==> src/rtl/crb_pkg.sv <==
// Shared types and constants for the CAN id range to filter bank packer.
`default_nettype none
package crb_pkg;

	// command codes
	localparam logic [1:0] CMD_CLEAR   = 2'd0;
	localparam logic [1:0] CMD_ADD_STD = 2'd1;
	localparam logic [1:0] CMD_ADD_EXT = 2'd2;
	localparam logic [1:0] CMD_FLUSH   = 2'd3;

	// completion status codes
	localparam logic [1:0] ST_OK    = 2'd0;
	localparam logic [1:0] ST_RANGE = 2'd1;
	localparam logic [1:0] ST_FULL  = 2'd2;

	localparam int unsigned BANK_CAP_DEF = 28;
	localparam logic [4:0] BANK_LIMIT_RST = 5'd14;
	localparam logic [28:0] STD_ID_MAX = 29'h0000_07FF;
	localparam logic [28:0] EXT_ID_MAX = 29'h1FFF_FFFF;

	// commands from controller to datapath
	typedef struct packed {
		logic       load;
		logic       step;
		logic       flush_sl;
		logic       flush_sm;
		logic       flush_el;
		logic       put_status;
		logic [1:0] status;
	} ctrl_cmd_t;

	// status from datapath to controller
	typedef struct packed {
		logic bad;
		logic emit;
		logic full;
		logic done;
		logic at_limit;
		logic out_free;
		logic sl_nz;
		logic sm_nz;
		logic el_nz;
	} dp_stat_t;

endpackage
`default_nettype wire

==> src/rtl/can_id_range_to_filter_banks.sv <==
// Top level of the CAN id range to filter bank packer.
// Each command word is accepted while the sequencer is idle. An add command then steps
// through the aligned blocks of the range, one block per cycle while the output register
// is free (a range splits into at most about 56 blocks), and a flush steps through the
// three kinds of partial bank in turn; the final status word comes last. Every step that
// writes a word waits while the output register is still held by the consumer. A clear
// or a rejected range goes straight to the status word. bank_limit is written through
// the cfg channel, which is always ready; values above BANK_CAP act as BANK_CAP. No clearing pass follows reset.
`default_nettype none
module can_id_range_to_filter_banks #(
	parameter int unsigned BANK_CAP = crb_pkg::BANK_CAP_DEF
) (
	input  wire logic        clk,
	input  wire logic        arst_n,
	input  wire logic        in_valid,
	output logic             in_ready,
	input  wire logic [1:0]  cmd,
	input  wire logic [28:0] range_begin,
	input  wire logic [28:0] range_end,
	input  wire logic        cfg_valid,
	output logic             cfg_ready,
	input  wire logic [4:0]  cfg_data,
	output logic             out_valid,
	input  wire logic        out_ready,
	output logic             is_status,
	output logic [4:0]       bank_index,
	output logic [31:0]      reg_first,
	output logic [31:0]      reg_second,
	output logic             wide_mode,
	output logic             list_mode,
	output logic [1:0]       status,
	output logic             last
);

	crb_pkg::ctrl_cmd_t ctl;
	crb_pkg::dp_stat_t  stat;

	// sequence commands
	crb_ctrl u_ctrl (
		.clk      (clk),
		.arst_n   (arst_n),
		.in_valid (in_valid),
		.in_ready (in_ready),
		.cmd      (cmd),
		.stat     (stat),
		.ctl      (ctl)
	);

	// split ranges and pack banks
	crb_dp #(
		.BANK_CAP (BANK_CAP)
	) u_dp (
		.clk         (clk),
		.arst_n      (arst_n),
		.cmd         (cmd),
		.range_begin (range_begin),
		.range_end   (range_end),
		.cfg_valid   (cfg_valid),
		.cfg_ready   (cfg_ready),
		.cfg_data    (cfg_data),
		.ctl         (ctl),
		.stat        (stat),
		.out_valid   (out_valid),
		.out_ready   (out_ready),
		.is_status   (is_status),
		.bank_index  (bank_index),
		.reg_first   (reg_first),
		.reg_second  (reg_second),
		.wide_mode   (wide_mode),
		.list_mode   (list_mode),
		.status      (status),
		.last        (last)
	);

endmodule
`default_nettype wire

==> src/rtl/crb_ctrl.sv <==
// Command sequencer of the CAN id range to filter bank packer.
`default_nettype none
module crb_ctrl (
	input  wire logic              clk,
	input  wire logic              arst_n,
	input  wire logic              in_valid,
	output logic                   in_ready,
	input  wire logic [1:0]        cmd,
	input  crb_pkg::dp_stat_t      stat,
	output crb_pkg::ctrl_cmd_t     ctl
);

	typedef enum logic [5:0] {
		S_IDLE   = 6'b000001,
		S_RANGE  = 6'b000010,
		S_FL_SL  = 6'b000100,
		S_FL_SM  = 6'b001000,
		S_FL_EL  = 6'b010000,
		S_STATUS = 6'b100000
	} state_t;

	state_t     state_q, state_d;
	logic [1:0] st_q, st_d;

	assign in_ready = (state_q == S_IDLE);

	// sequence the steps of one command
	always_comb begin
		state_d = state_q;
		st_d = st_q;
		ctl = '0;
		ctl.status = st_q;
		case (state_q)
			S_IDLE: begin
				if (in_valid) begin
					ctl.load = 1'b1;
					st_d = crb_pkg::ST_OK;
					case (cmd)
						crb_pkg::CMD_CLEAR: state_d = S_STATUS;
						crb_pkg::CMD_ADD_STD, crb_pkg::CMD_ADD_EXT: begin
							if (stat.bad) begin
								st_d = crb_pkg::ST_RANGE;
								state_d = S_STATUS;
							end else begin
								state_d = S_RANGE;
							end
						end
						default: state_d = S_FL_SL;
					endcase
				end
			end
			S_RANGE: begin
				if (stat.out_free) begin
					ctl.step = 1'b1;
					if (stat.emit && stat.full) begin
						st_d = crb_pkg::ST_FULL;
						state_d = S_STATUS;
					end else if (stat.done) begin
						state_d = S_STATUS;
					end
				end
			end
			S_FL_SL: begin
				if (stat.out_free) begin
					ctl.flush_sl = 1'b1;
					if (stat.sl_nz && stat.at_limit) begin
						st_d = crb_pkg::ST_FULL;
						state_d = S_STATUS;
					end else begin
						state_d = S_FL_SM;
					end
				end
			end
			S_FL_SM: begin
				if (stat.out_free) begin
					ctl.flush_sm = 1'b1;
					if (stat.sm_nz && stat.at_limit) begin
						st_d = crb_pkg::ST_FULL;
						state_d = S_STATUS;
					end else begin
						state_d = S_FL_EL;
					end
				end
			end
			S_FL_EL: begin
				if (stat.out_free) begin
					ctl.flush_el = 1'b1;
					if (stat.el_nz && stat.at_limit) begin
						st_d = crb_pkg::ST_FULL;
					end
					state_d = S_STATUS;
				end
			end
			S_STATUS: begin
				if (stat.out_free) begin
					ctl.put_status = 1'b1;
					state_d = S_IDLE;
				end
			end
			default: state_d = S_IDLE;
		endcase
	end

	// hold state and status code
	always_ff @(posedge clk or negedge arst_n) begin
		if (!arst_n) begin
			state_q <= S_IDLE;
			st_q <= crb_pkg::ST_OK;
		end else begin
			state_q <= state_d;
			st_q <= st_d;
		end
	end

endmodule
`default_nettype wire

==> src/rtl/crb_dp.sv <==
// Datapath: block splitter, pending entries, bank counter and output word register.
`default_nettype none
module crb_dp #(
	parameter int unsigned BANK_CAP = crb_pkg::BANK_CAP_DEF
) (
	input  wire logic              clk,
	input  wire logic              arst_n,
	input  wire logic [1:0]        cmd,
	input  wire logic [28:0]       range_begin,
	input  wire logic [28:0]       range_end,
	input  wire logic              cfg_valid,
	output logic                   cfg_ready,
	input  wire logic [4:0]        cfg_data,
	input  crb_pkg::ctrl_cmd_t     ctl,
	output crb_pkg::dp_stat_t      stat,
	output logic                   out_valid,
	input  wire logic              out_ready,
	output logic                   is_status,
	output logic [4:0]             bank_index,
	output logic [31:0]            reg_first,
	output logic [31:0]            reg_second,
	output logic                   wide_mode,
	output logic                   list_mode,
	output logic [1:0]             status,
	output logic                   last
);

	localparam logic [4:0] MaxB = 5'(BANK_CAP);

	logic [4:0]  limit_q, bank_count_q, lim;
	logic [28:0] cur_q, hi_q;
	logic        ext_q;
	logic [10:0] sl_q [4];
	logic [1:0]  sl_fill_q;
	logic [21:0] sm_q [2];
	logic        sm_fill_q;
	logic [28:0] el_q [2];
	logic        el_fill_q;
	logic        out_valid_q;

	logic [28:0] top, lowbit29, mask, lo_in, hi_in;
	logic [29:0] rem, sm1, sm2, sm3, sm4, sm5, msb, lowbit, size, last_id;
	logic        is_list, emit, full, load_bank, at_limit, out_free;
	logic [31:0] r1, r2;
	logic        wide, listm;
	logic [21:0] sm_new;

	assign cfg_ready = 1'b1;
	assign lim = (limit_q > MaxB) ? MaxB : limit_q;
	assign at_limit = (bank_count_q >= lim);
	assign out_free = !out_valid_q || out_ready;

	// order the bounds of an incoming range
	assign lo_in = (range_begin > range_end) ? range_end : range_begin;
	assign hi_in = (range_begin > range_end) ? range_begin : range_end;

	// size the largest aligned block at the cursor that stays within the range
	assign top = ext_q ? crb_pkg::EXT_ID_MAX : crb_pkg::STD_ID_MAX;
	assign rem = {1'b0, hi_q} - {1'b0, cur_q} + 30'd1;
	assign sm1 = rem | (rem >> 1);
	assign sm2 = sm1 | (sm1 >> 2);
	assign sm3 = sm2 | (sm2 >> 4);
	assign sm4 = sm3 | (sm3 >> 8);
	assign sm5 = sm4 | (sm4 >> 16);
	assign msb = sm5 ^ (sm5 >> 1);
	assign lowbit29 = cur_q & (~cur_q + 29'd1);
	assign lowbit = (cur_q == '0) ? (ext_q ? 30'h2000_0000 : 30'h0000_0800)
		: {1'b0, lowbit29};
	assign size = (lowbit < msb) ? lowbit : msb;
	assign mask = ~(size[28:0] - 29'd1) & top;
	assign is_list = (size == 30'd1);
	assign last_id = {1'b0, cur_q} + size - 30'd1;
	assign sm_new = {mask[10:0], cur_q[10:0]};

	// pick the bank a step completes
	always_comb begin
		emit = 1'b0;
		r1 = '0;
		r2 = '0;
		wide = ext_q;
		listm = is_list;
		if (!ext_q && is_list) begin
			emit = (sl_fill_q == 2'd3);
			r1 = {sl_q[1], 5'd0, sl_q[0], 5'd0};
			r2 = {cur_q[10:0], 5'd0, sl_q[2], 5'd0};
		end else if (!ext_q) begin
			emit = sm_fill_q;
			r1 = {sm_q[0][21:11], 5'd0, sm_q[0][10:0], 5'd0};
			r2 = {sm_new[21:11], 5'd0, sm_new[10:0], 5'd0};
		end else if (is_list) begin
			emit = el_fill_q;
			r1 = {el_q[0], 3'b100};
			r2 = {cur_q, 3'b100};
		end else begin
			emit = 1'b1;
			r1 = {cur_q, 3'b100};
			r2 = {mask, 3'b000};
		end
	end

	assign full = emit && at_limit;
	assign load_bank = (ctl.step && emit && !full)
		|| (ctl.flush_sl && sl_fill_q != 2'd0 && !at_limit)
		|| (ctl.flush_sm && sm_fill_q && !at_limit)
		|| (ctl.flush_el && el_fill_q && !at_limit);

	always_comb begin
		stat = '0;
		stat.bad = (cmd == crb_pkg::CMD_ADD_STD)
			&& (range_begin > crb_pkg::STD_ID_MAX || range_end > crb_pkg::STD_ID_MAX);
		stat.emit = emit;
		stat.full = full;
		stat.done = (last_id == {1'b0, hi_q});
		stat.at_limit = at_limit;
		stat.out_free = out_free;
		stat.sl_nz = (sl_fill_q != 2'd0);
		stat.sm_nz = sm_fill_q;
		stat.el_nz = el_fill_q;
	end

	// control registers: limit, count, fills, output valid
	always_ff @(posedge clk or negedge arst_n) begin
		if (!arst_n) begin
			limit_q <= crb_pkg::BANK_LIMIT_RST;
			bank_count_q <= '0;
			sl_fill_q <= '0;
			sm_fill_q <= 1'b0;
			el_fill_q <= 1'b0;
			out_valid_q <= 1'b0;
		end else begin
			if (cfg_valid) limit_q <= cfg_data;
			if (ctl.load && cmd == crb_pkg::CMD_CLEAR) begin
				bank_count_q <= '0;
				sl_fill_q <= '0;
				sm_fill_q <= 1'b0;
				el_fill_q <= 1'b0;
			end
			if (load_bank) bank_count_q <= bank_count_q + 5'd1;
			if (ctl.step) begin
				if (!ext_q && is_list) sl_fill_q <= sl_fill_q + 2'd1;
				else if (!ext_q) sm_fill_q <= !sm_fill_q;
				else if (is_list) el_fill_q <= !el_fill_q;
			end
			if (load_bank || ctl.put_status) out_valid_q <= 1'b1;
			else if (out_ready) out_valid_q <= 1'b0;
		end
	end

	// payload registers: range, pending entries, output word
	always_ff @(posedge clk) begin
		if (ctl.load) begin
			cur_q <= lo_in;
			hi_q <= hi_in;
			ext_q <= (cmd == crb_pkg::CMD_ADD_EXT);
		end
		if (ctl.step) begin
			cur_q <= cur_q + size[28:0];
			if (!ext_q && is_list) begin
				if (sl_fill_q == 2'd0) begin
					sl_q[0] <= cur_q[10:0];
					sl_q[1] <= cur_q[10:0];
					sl_q[2] <= cur_q[10:0];
					sl_q[3] <= cur_q[10:0];
				end else begin
					sl_q[sl_fill_q] <= cur_q[10:0];
				end
			end else if (!ext_q) begin
				if (!sm_fill_q) begin
					sm_q[0] <= sm_new;
					sm_q[1] <= sm_new;
				end
			end else if (is_list) begin
				if (!el_fill_q) begin
					el_q[0] <= cur_q;
					el_q[1] <= cur_q;
				end
			end
		end
		if (ctl.put_status) begin
			is_status <= 1'b1;
			bank_index <= '0;
			reg_first <= '0;
			reg_second <= '0;
			wide_mode <= 1'b0;
			list_mode <= 1'b0;
			status <= ctl.status;
			last <= 1'b1;
		end else if (load_bank) begin
			is_status <= 1'b0;
			bank_index <= bank_count_q;
			status <= crb_pkg::ST_OK;
			last <= 1'b0;
			if (ctl.step) begin
				reg_first <= r1;
				reg_second <= r2;
				wide_mode <= wide;
				list_mode <= listm;
			end else if (ctl.flush_sl) begin
				reg_first <= {sl_q[1], 5'd0, sl_q[0], 5'd0};
				reg_second <= {sl_q[3], 5'd0, sl_q[2], 5'd0};
				wide_mode <= 1'b0;
				list_mode <= 1'b1;
			end else if (ctl.flush_sm) begin
				reg_first <= {sm_q[0][21:11], 5'd0, sm_q[0][10:0], 5'd0};
				reg_second <= {sm_q[1][21:11], 5'd0, sm_q[1][10:0], 5'd0};
				wide_mode <= 1'b0;
				list_mode <= 1'b0;
			end else begin
				reg_first <= {el_q[0], 3'b100};
				reg_second <= {el_q[1], 3'b100};
				wide_mode <= 1'b1;
				list_mode <= 1'b1;
			end
		end
	end

	assign out_valid = out_valid_q;

endmodule
`default_nettype wire

==> config.mk <==
export PLATFORM = sky130hd
export DESIGN_NAME = can_id_range_to_filter_banks
export DESIGN_NICKNAME = d
export VERILOG_FILES = /design/src/rtl/crb_pkg.sv /design/src/rtl/can_id_range_to_filter_banks.sv /design/src/rtl/crb_ctrl.sv /design/src/rtl/crb_dp.sv
export SDC_FILE = /design/constraint.sdc
export NUM_CORES = 1
export LEC_CHECK = 0
export BUFFER_PORTS_ARGS = -buffer_cell sky130_fd_sc_hd__buf_4
export CORE_ASPECT_RATIO = 0.75
export CORE_MARGIN = 10
export CORE_UTILIZATION = 31
export CTS_CLUSTER_DIAMETER = 50
export DETAILED_ROUTE_END_ITERATION = 10
export PLACE_DENSITY = 0.49
export SLEW_MARGIN = 10
export SYNTH_ARGS = -nofsm -noshare
export SYNTH_HDL_FRONTEND = slang
export SYNTH_HIERARCHICAL = 1
export SYNTH_SLANG_ARGS = --single-unit
==> constraint.sdc <==
create_clock -name clk -period 32.4 [get_ports clk]
set_input_delay 3.24 -clock clk [delete_from_list [all_inputs] [get_ports clk]]
set_output_delay 3.24 -clock clk [all_outputs]
set_load 0.05 [all_outputs]
==> results.toml, run 1 <==
[logic_synthesis]
syn-cell-area_um2 = 21000
postSynthRegisterBits = 247
number_of_synthesized_flops_with_an_enable_pin = 156
ys_async_sr_fraction_pct = 9.31
yosys_warning_count = 6
most_frequently_used_flop_master_after_synthesis = "sky130_fd_sc_hd__edfxtp_1"
synth.yosys.seq_area_share_pct = 31.5
syn_inst = 2404
syn_avg_cell_area_um2 = 8.75
ys_types = 104

[placement]
placed_cells_incl_taps = 3344
numPortBuffers = 142
gp_congestion = 0.921
dpl_worst_slack_ns = 17.88
dp.final_hpwl_um = 63200
dpl-instance-area_um2 = 22900

[worst_setup_path]
startpoint_type = "flip-flop"
timing.critical_path.to_type = "flip-flop"
worstPathRequired_ns = 32.87
cpMaxStageDelayCell = "sky130_fd_sc_hd__a2111oi_4"
critPathKind = "reg2reg"
max_stage_delay_ns = 0.78
worst_path_most_repeated_cell = "sky130_fd_sc_hd__a21o_1"
worst-endpoint-arrival_ns = 15.23
crit_path_max_fanout = 12
cp_delay_by_family_top = "compound AO/OA/AOI/OAI gates"
path_buf_inv = 3

[final_layout]
flow.area_growth_from_synthesis_pct = 14.8
most-common-layout-cells = "213 x sky130_fd_sc_hd__ha_1, 206 x sky130_fd_sc_hd__inv_1, 205 x sky130_fd_sc_hd__nor2_1"
num-fill-cells = 6845
drive_above_1_share_pct = 12.3
postLayoutCoreUtil_pct = 36.1
nNetsFinal = 2784
commonest_non_fill_non_tap_cell_in_the_layout = "sky130_fd_sc_hd__ha_1"
n_antenna_cell = 0
fin_cells = 3406
finish.instance_area_um2 = 24200

[route]
routed-via-count = 19100
wirelength_um = 80400
wire_per_inst_um = 23.6
drt_drc_violations_left = 0
initialDrtViolationCount = 1846
residual_antenna_violating_net_count_after_detailed_routing = 0
viasPerCell = 5.60
drtPass1Iterations = 6

[timing]
setup_viol = 0
rsz_0062_raised_after_global_routing = "false"
final-hold-violation-count = 0
min_period_over_period_pct = 45.5
timing.setup.tns_ns = 0
worst_slew_margin_rel_pct = 9.90
final_critical_path_setup_slack_ns = 17.65
fin_worst_skew_ns = 0.0148
maxClockFrequency_mhz = 67.8
timing.final.crit_period_ns = 14.75
transition_time_of_the_tightest_slew_check_pin_ns = 1.34
slew_violations = 0
timing.hold.ws_ns = 0.467

[die]
fp.dieH_um = 246
fp.coreArea_um2 = 67000
floorplan.rows = 82
initial_core_util_pct = 31.4
io_pins = 148
die_area_um2 = 78800
die_w_um = 321

[clock_tree]
ctsLongestPathBuffers = 3
post_cts.resized_instances = 0
clock_sink_count = 247
clock_insertion_delay_worst_skew_ns = 0.55
cts_root_buf = "sky130_fd_sc_hd__clkbuf_16"
post_cts_hold_buffer_count = 0
cts.reportedPaths.clkPinSlew_ns = 0.06
numCtsBuffers = 34
clock_tree.htree_level_count = 2
cts_tree = "yes"
cts_post_setup_buffers_inserted = 0

[global_route]
number_of_global_route_vias_before_repair = 18100
grt_ovf = 0
grtUsageMet2_pct = 30.5
grt.met1_usage_pct = 28.4
grt_util_all_layers_pct = 19.7
globalRoute.busiestLayer = "met2"
use_met3_pct = 2.84
grt_max_degree = 95
global_route_wire_length_before_repair_um = 119000
number_of_antenna_violations_at_the_first_check_in_global_routing = 3

[run_status]
outcome = "finished, final reports clean"

[power_and_ir_drop]
vdd_drop_max_mv = 0.0687
cell_internal_pwr_mw = 1.31
p_comb_share_pct = 65.1
swShare_pct = 51.2
p_total_mw = 2.69
cellLeakagePower_nw = 10.0
sequentialPowerShare_pct = 19.6
power_switching_mw = 1.38
clkPwrFrac_pct = 15.3
power_per_cell_area_nw_per_um2 = 111

[hold_path]
hp-class = "reg2reg"

[flow_run]
timing.max_cap.violations = 0
[registers in the layout, indices dropped and copies added (netlist names), 5 cells and up]
register           count
u_dp/limit_q           5
u_dp/sm_q             22
u_dp/bank_count_q      5
u_dp/cur_q            29
u_dp/bank_index        5
u_dp/hi_q             29
u_dp/reg_second       30
u_ctrl/state_q         6
u_dp/el_q             29
u_dp/sl_q             44
u_dp/reg_first        30
[power by group through the flow]
stage | combinational, mW | clock (mW) | sequential, mW
6_report | 1.75 | 0.411 | 0.528
5_1_grt | 1.89 | 0.434 | 0.537
3_5_place_dp | 1.72 | 0 | 0.535
3_3_place_gp | 1.73 | 0 | 0.533
4_1_cts | 1.73 | 0.423 | 0.529
2_1_floorplan | 1.12 | 0 | 0.619
[Yosys cell counts, drive strengths merged (8+ instances only)]
cell type | count | area share, %
a2111oi | 9 | 0.56
a211oi | 66 | 2.5
a21o | 60 | 2.1
a21oi | 147 | 3.5
a221oi | 15 | 0.62
a311oi | 17 | 0.74
a31oi | 14 | 0.42
and2 | 15 | 0.45
and3 | 22 | 0.65
buf | 52 | 1.5
clkbuf | 63 | 1.1
dfrtp | 19 | 2.3
dfxtp | 68 | 6.5
edfxtp | 156 | 22
ha | 213 | 13
inv | 206 | 3.7
mux2 | 12 | 0.70
mux2i | 69 | 3.3
mux4 | 26 | 2.8
nand2 | 177 | 3.2
nand2b | 26 | 0.77
nand3 | 53 | 1.3
nand3b | 14 | 0.50
nand4 | 30 | 0.89
nor2 | 212 | 3.8
nor2b | 24 | 0.71
nor3 | 71 | 1.7
nor4 | 39 | 1.3
o211ai | 21 | 0.81
o21a | 30 | 1.1
o21ai | 188 | 4.5
o21bai | 10 | 0.36
o22ai | 8 | 0.24
o31ai | 10 | 0.36
or2 | 10 | 0.30
or3 | 12 | 0.38
or4 | 8 | 0.30
xnor2 | 79 | 3.3
xor2 | 23 | 0.96
[metal layers]
layer / wire length [um] / vias up
li1: - / 9036
met1: 38600 / 9355
met2: 35500 / 588
met3: 4770 / 88
met4: 1510 / 2
met5: 11 / -
[worst paths after layout]
kind	startpoint	end	slack (ns)	cells after the start
worst max-delay path	u_dp/cur_q[6]	u_ctrl/state_q[0]	17.65	49
worst min-delay path	u_dp/wide_mode	u_dp/wide_mode	0.47	1
worst max register to register	u_dp/cur_q[6]	u_ctrl/state_q[0]	17.65	49
worst min register to register	u_dp/wide_mode	u_dp/wide_mode	0.47	1
max in group asynchronous	arst_n	u_ctrl/state_q[0]	29.48	1
min in group asynchronous	arst_n	u_dp/limit_q[4]	2.60	1
[cell type report]
cell class	count	area (um2)	area share, %
clock buffers	39	891	3.69
clock inverters	23	325	1.35
repair buffers	170	1280	5.28
flip-flops and latches	247	6630	27.4
multi-input cells	1836	13100	54.4
inverters	209	785	3.25
well taps	882	1100	4.57
[kinds of logic (layout without fill, tap and decap cells)]
| logic type | after synthesis | count (layout) | synth area share, % |
|---|---|---|---|
| AO/OA/AOI/OAI | 673 | 673 | 21.2 |
| multiplexers | 107 | 107 | 6.76 |
| adder cells (fa/ha/maj) | 216 | 216 | 13.0 |
| other | 2 | 5 | 0.0357 |
| buffers and inverters | 324 | 441 | 6.37 |
| flip-flops | 247 | 247 | 31.5 |
| XOR/XNOR | 102 | 102 | 4.25 |
| AND/OR/NAND/NOR | 733 | 733 | 17.0 |
No activity file was read; power rests on OpenSTA's default activity.
==> inputs of run 2 (changes only) <==
Settings changed: PLACE_DENSITY 0.49 to 0.5.
Clock period 32.4 ns to 12.8 ns, I/O delays scaled along.
==> run 2 against run 1 <==
  * Register-to-register slack got worse by 17 ns
  * Critical path type unchanged
  * Sequential cell count stayed put
  * First-iteration DRC count decreased by 8.6%
  * Via count grew 2.5%
  * Largest power group unchanged
  * Hold slack better by 0.0027 ns
  * Global-route usage rose by 0.11 points
  * Highest routed layer unchanged
  * Combinational power increased to 2.7 times the previous value
==> results.toml, run 2 (synthesized netlist as in run 1, its figures left out) <==
[run_status]
outcome = "finished, final reports clean"

[hold_path]
min_from = "u_dp/reg_first[2]"
timing.hold.worst_path_depth = 1
hp-class = "reg2reg"
hold_path_end = "u_dp/reg_first[2]"

[timing]
rsz_0062_raised_after_global_routing = "false"
final_critical_path_setup_slack_ns = 0.608
worst_slew_margin_rel_pct = 28.8
min_period_over_period_pct = 95.3
maxClockFrequency_mhz = 82.0
slew_violations = 0
transition_time_of_the_tightest_slew_check_pin_ns = 1.07
final-hold-violation-count = 0
timing.final.crit_period_ns = 12.19
fin_worst_skew_ns = 0.0222
setup_viol = 0
timing.hold.ws_ns = 0.470

[worst_setup_path]
worst-endpoint-arrival_ns = 12.62
cpMaxStageDelayCell = "sky130_fd_sc_hd__a2111o_1"
crit_path_max_fanout = 10
timing.critical_path.to_type = "flip-flop"
critPathKind = "reg2reg"
rrSetupSlack_ns = 0.61
critical_path.reg2reg.endpoint = "u_ctrl/state_q[3]"
startpoint_type = "flip-flop"
worstPathRequired_ns = 13.23
r2r.worst_path.cells = 51
max_stage_delay_ns = 0.53
critical_path.reg2reg.startpoint = "u_dp/cur_q[7]"

[final_layout]
registers.top_by_ff_count = "u_dp/sl_q"
commonest_non_fill_non_tap_cell_in_the_layout = "sky130_fd_sc_hd__buf_4"
biggestRegsByFlops = "u_dp/sl_q x44, u_dp/reg_first x30, u_dp/reg_second x30"
drive_above_1_share_pct = 16.2
nNetsFinal = 2869
most-common-layout-cells = "251 x sky130_fd_sc_hd__buf_4, 212 x sky130_fd_sc_hd__ha_1, 206 x sky130_fd_sc_hd__inv_1"
finish.instance_area_um2 = 24900
flow.area_growth_from_synthesis_pct = 18.6
postLayoutCoreUtil_pct = 37.2
n_antenna_cell = 0
flip_flop_count_of_the_largest_register_after_layout = 44

[clock_tree]
clock_insertion_delay_worst_skew_ns = 0.57
ctsLongestPathBuffers = 3
numCtsBuffers = 36
clock_tree.htree_level_count = 2
clock_sink_count = 247
cts_tree = "yes"
cts_root_buf = "sky130_fd_sc_hd__clkbuf_16"
cts.reportedPaths.clkPinSlew_ns = 0.06

[route]
drtPass1Iterations = 6
initialDrtViolationCount = 1687
routed-via-count = 19500
wirelength_um = 81300
viasPerCell = 5.60
residual_antenna_violating_net_count_after_detailed_routing = 0
drt_drc_violations_left = 0
wire_per_inst_um = 23.3

[placement]
dpl_worst_slack_ns = -0.263
numPortBuffers = 142
dpl-instance-area_um2 = 23500
dp.final_hpwl_um = 63600
gp_congestion = 0.934

[global_route]
grt_ovf = 0
grt_max_degree = 121
grt_util_all_layers_pct = 19.8
number_of_global_route_vias_before_repair = 18500
number_of_antenna_violations_at_the_first_check_in_global_routing = 2
global_route_wire_length_before_repair_um = 120000

[power_and_ir_drop]
cellLeakagePower_nw = 10.4
power_per_cell_area_nw_per_um2 = 281
swShare_pct = 51.1
sequentialPowerShare_pct = 17.8
cell_internal_pwr_mw = 3.43
power_switching_mw = 3.58
clkPwrFrac_pct = 14.6
p_comb_share_pct = 67.6
vdd_drop_max_mv = 0.147
p_total_mw = 7.01

[die]
die_area_um2 = 78800
fp.coreArea_um2 = 67000
fp.dieH_um = 246
die_w_um = 321
io_pins = 148
initial_core_util_pct = 31.4
floorplan.rows = 82

[flow_run]
timing.max_cap.violations = 0
-- run 2: changes by cell type in the layout (fill, tap and decap cells not counted), moves of 5 or more --
cell                        previous run  this run
sky130_fd_sc_hd__a21oi_1             144       138
sky130_fd_sc_hd__a21oi_2               2         8
sky130_fd_sc_hd__buf_4               170       251
sky130_fd_sc_hd__bufinv_16             7         2
sky130_fd_sc_hd__clkinv_1              8         3
sky130_fd_sc_hd__inv_6                 0         5
-- run 2: power groups by stage --
stage	Sequential [mW]	Clock, mW	Combinational (mW)
2_1_floorplan	1.57	0	2.84
3_3_place_gp	1.26	0	4.57
3_5_place_dp	1.27	0	4.58
4_1_cts	1.25	1.04	4.61
5_1_grt	1.27	1.07	5.12
6_report	1.25	1.02	4.74
-- run 2: per-layer routing --
| metal | up-vias | wire (um) | part of all wire [%] | global-route usage [%] |
|---|---|---|---|---|
| met2 | 669 | 36500 | 45 | 31.0 |
| met1 | 9545 | 38100 | 47 | 28.2 |
| li1 | 9230 | - | - | - |
| met3 | 100 | 5080 | 6.2 | 2.99 |
| met4 | 2 | 1650 | 2.0 | 4.61 |
| met5 | - | 13 | 0.016 | 0 |
-- run 2: area by class of cell --
type / instances / area, um2
multi-input cells: 1836 / 13300
inverters: 209 / 785
flip-flops and latches: 247 / 6630
well taps: 882 / 1100
fillers: 6843 / 42100
repair buffers: 253 / 1920
clock buffers: 46 / 1010
clock inverters: 19 / 191
-- run 2: how the worst max path moves through the flow --
stage          slack, ns           endpoint  cells past startpoint            from
3_3_place_gp        0.02  u_ctrl/state_q[0]                     54  u_dp/cur_q[13]
6_report            0.61  u_ctrl/state_q[3]                     51   u_dp/cur_q[7]
4_1_cts            0.005  u_ctrl/state_q[0]                     53  u_dp/cur_q[13]
3_5_place_dp       -0.26  u_ctrl/state_q[0]                     54  u_dp/cur_q[13]
5_1_grt             0.01  u_ctrl/state_q[3]                     53   u_dp/cur_q[7]
2_1_floorplan       0.77  u_ctrl/state_q[3]                     56   u_dp/cur_q[1]
-- run 2: through the flow --
stage / cells / setup TNS, ns
3_3_place_gp: 3420 / 0
6_report: 3492 / 0
3_5_place_dp: 3420 / -0.697
4_1_cts: 3485 / 0
2_1_floorplan: 2407 / 0
5_1_grt: 3492 / 0
-- run 2: timing repair --
| action | 4_1_cts | 5_1_grt |
|---|---|---|
| hold endpoints to repair | 0 | 0 |
| gates cloned | 0 | 0 |
| pin swaps | 0 | 8 |
| setup buffers | 0 | 7 |
| hold buffers | 0 | 0 |
| setup endpoints to repair | 4 | 5 |
| gates resized for setup | 5 | 27 |
-- run 2: worst max-delay path, delay by kind of cell (launching register included) --
kind                       cells  cell delay [ns]
AOI/OAI and AO/OA             24             5.29
xor gates and xnor gates       1             0.17
adders and majority gates      6             1.61
buffers and inverters          7             1.19
DFF                            1             0.37
muxes                          1             0.16
and+or+nand+nor               12             3.24
==> inputs of run 3 (changes only) <==
Settings changed: RECOVER_POWER set to 100.
==> run 3 against run 2 <==
  * The flow now finishes with violations (capacitance limit, slew limit)
  * Critical path depth increased by 3
  * Critical endpoint unchanged
  * Die area unchanged
  * Setup slack worse by 0.044 ns
  * Sequential share of layout area increased by 0.52 points
  * Register-to-register slack got worse by 0.04 ns
  * First-iteration DRC count up 2.5%
  * Critical path type unchanged
  * Largest power group unchanged
  * Clock power hardly changed
  * Non-clock buffer count unchanged
  * Final area decreased by 1.9%
==> results.toml, run 3 (synthesized netlist as in run 1, its figures left out) <==
[run_status]
outcome = "finished with violations"
violations = "capacitance limit, slew limit"

[global_route]
number_of_antenna_violations_at_the_first_check_in_global_routing = 3
grt_util_all_layers_pct = 19.8
global_route_wire_length_before_repair_um = 120000
grt_ovf = 0
grt_max_degree = 121
number_of_global_route_vias_before_repair = 18500

[final_layout]
most-common-layout-cells = "212 x sky130_fd_sc_hd__ha_1, 207 x sky130_fd_sc_hd__nor2_1, 206 x sky130_fd_sc_hd__inv_1"
flow.area_growth_from_synthesis_pct = 16.3
registers.top_by_ff_count = "u_dp/sl_q"
postLayoutCoreUtil_pct = 36.5
drive_above_1_share_pct = 11.3
nNetsFinal = 2869
flip_flop_count_of_the_largest_register_after_layout = 44
n_antenna_cell = 0
biggestRegsByFlops = "u_dp/sl_q x44, u_dp/reg_first x30, u_dp/reg_second x30"
commonest_non_fill_non_tap_cell_in_the_layout = "sky130_fd_sc_hd__ha_1"
finish.instance_area_um2 = 24500

[timing]
slew_violations = 293
timing.setup.tns_ns = 0
timing.final.crit_period_ns = 12.24
transition_time_of_the_tightest_slew_check_pin_ns = 3.14
final-hold-violation-count = 0
rsz_0062_raised_after_global_routing = "false"
setup_viol = 0
fin_worst_skew_ns = 0.0228
timing.hold.ws_ns = 0.468
worst_slew_margin_rel_pct = -109
maxClockFrequency_mhz = 81.7
min_period_over_period_pct = 95.6

[power_and_ir_drop]
cellLeakagePower_nw = 9.98
vdd_drop_max_mv = 0.145
power_per_cell_area_nw_per_um2 = 281
p_total_mw = 6.88

[worst_setup_path]
timing.critical_path.to_type = "flip-flop"
crit_path_max_fanout = 10
worst-endpoint-arrival_ns = 12.66
worstPathRequired_ns = 13.22
max_stage_delay_ns = 0.52
rrSetupSlack_ns = 0.56
critPathKind = "reg2reg"
cpMaxStageDelayCell = "sky130_fd_sc_hd__o41a_1"
startpoint_type = "flip-flop"

[die]
floorplan.rows = 82
die_area_um2 = 78800
fp.dieH_um = 246
initial_core_util_pct = 31.4
die_w_um = 321
fp.coreArea_um2 = 67000
io_pins = 148

[route]
residual_antenna_violating_net_count_after_detailed_routing = 0
viasPerCell = 5.58
initialDrtViolationCount = 1730
drtPass1Iterations = 6
wirelength_um = 81300
routed-via-count = 19500
wire_per_inst_um = 23.3
drt_drc_violations_left = 0

[clock_tree]
post_cts_hold_buffer_count = 0
cts.reportedPaths.clkPinSlew_ns = 0.06
clock_sink_count = 247
numCtsBuffers = 36
ctsLongestPathBuffers = 3
clock_insertion_delay_worst_skew_ns = 0.56
cts_tree = "yes"
clock_tree.htree_level_count = 2
cts_root_buf = "sky130_fd_sc_hd__clkbuf_16"

[placement]
gp_congestion = 0.934
dp.final_hpwl_um = 63600
numPortBuffers = 142
dpl-instance-area_um2 = 23500

[hold_path]
hp-class = "reg2reg"

[flow_run]
timing.max_cap.violations = 8
## run 3: final timing paths
path | start | end | depth (start not counted)
worst min register to register | u_dp/reg_first[2] | u_dp/reg_first[2] | 1
min in group asynchronous | arst_n | u_dp/out_valid | 1
worst min-delay path | u_dp/reg_first[2] | u_dp/reg_first[2] | 1
worst max-delay path | u_dp/cur_q[1] | u_ctrl/state_q[3] | 54
worst max register to register | u_dp/cur_q[1] | u_ctrl/state_q[3] | 54
max in group asynchronous | arst_n | u_ctrl/state_q[4] | 1
## run 3: stage by stage
step           worst slack [ns]  instances
4_1_cts                 0.00455       3485
6_report                  0.563       3492
2_1_floorplan             0.774       2407
3_3_place_gp             0.0203       3420
5_1_grt                  0.0124       3492
3_5_place_dp             -0.263       3420
## run 3: routing by layer
| metal | vias to the layer above | GRT usage, % | share of wire, % |
|---|---|---|---|
| li1 | 9216 | - | - |
| met4 | 4 | 4.61 | 2.1 |
| met1 | 9486 | 28.2 | 47 |
| met2 | 668 | 31.0 | 45 |
| met5 | - | 0 | 0.039 |
| met3 | 100 | 2.99 | 6.4 |
## run 3: power breakdown
group	internal (mW)	switching [mW]
Combinational	1.59	3.01
Clock	0.607	0.411
Sequential	1.11	0.138
Total	3.31	3.56
## run 3: area by class of cell
cell class / count / area, um2
Clock buffer: 46 / 1010
Timing Repair Buffer: 253 / 1490
Sequential cell: 247 / 6630
Inverter: 209 / 785
Multi-Input combinational cell: 1836 / 13300
Tap cell: 882 / 1100
Fill cell: 6960 / 42500
Clock inverter: 19 / 191
## run 3: worst max-delay path, delay by kind of cell (launching register included)
| kind | cells | cell delay (ns) |
|---|---|---|
| fa+ha+maj | 7 | 1.87 |
| xor+xnor | 1 | 0.17 |
| simple gates | 13 | 3.01 |
| mux | 1 | 0.16 |
| flops | 1 | 0.39 |
| compound gates | 23 | 5.17 |
| buf+inv | 9 | 1.31 |
## run 3: repair_timing
action / in CTS / in global routing
gates resized for setup: 5 / 27
cloned: 0 / 0
setup endpoints to repair: 4 / 5
pin swaps: 0 / 8
buffers inserted: 0 / 7
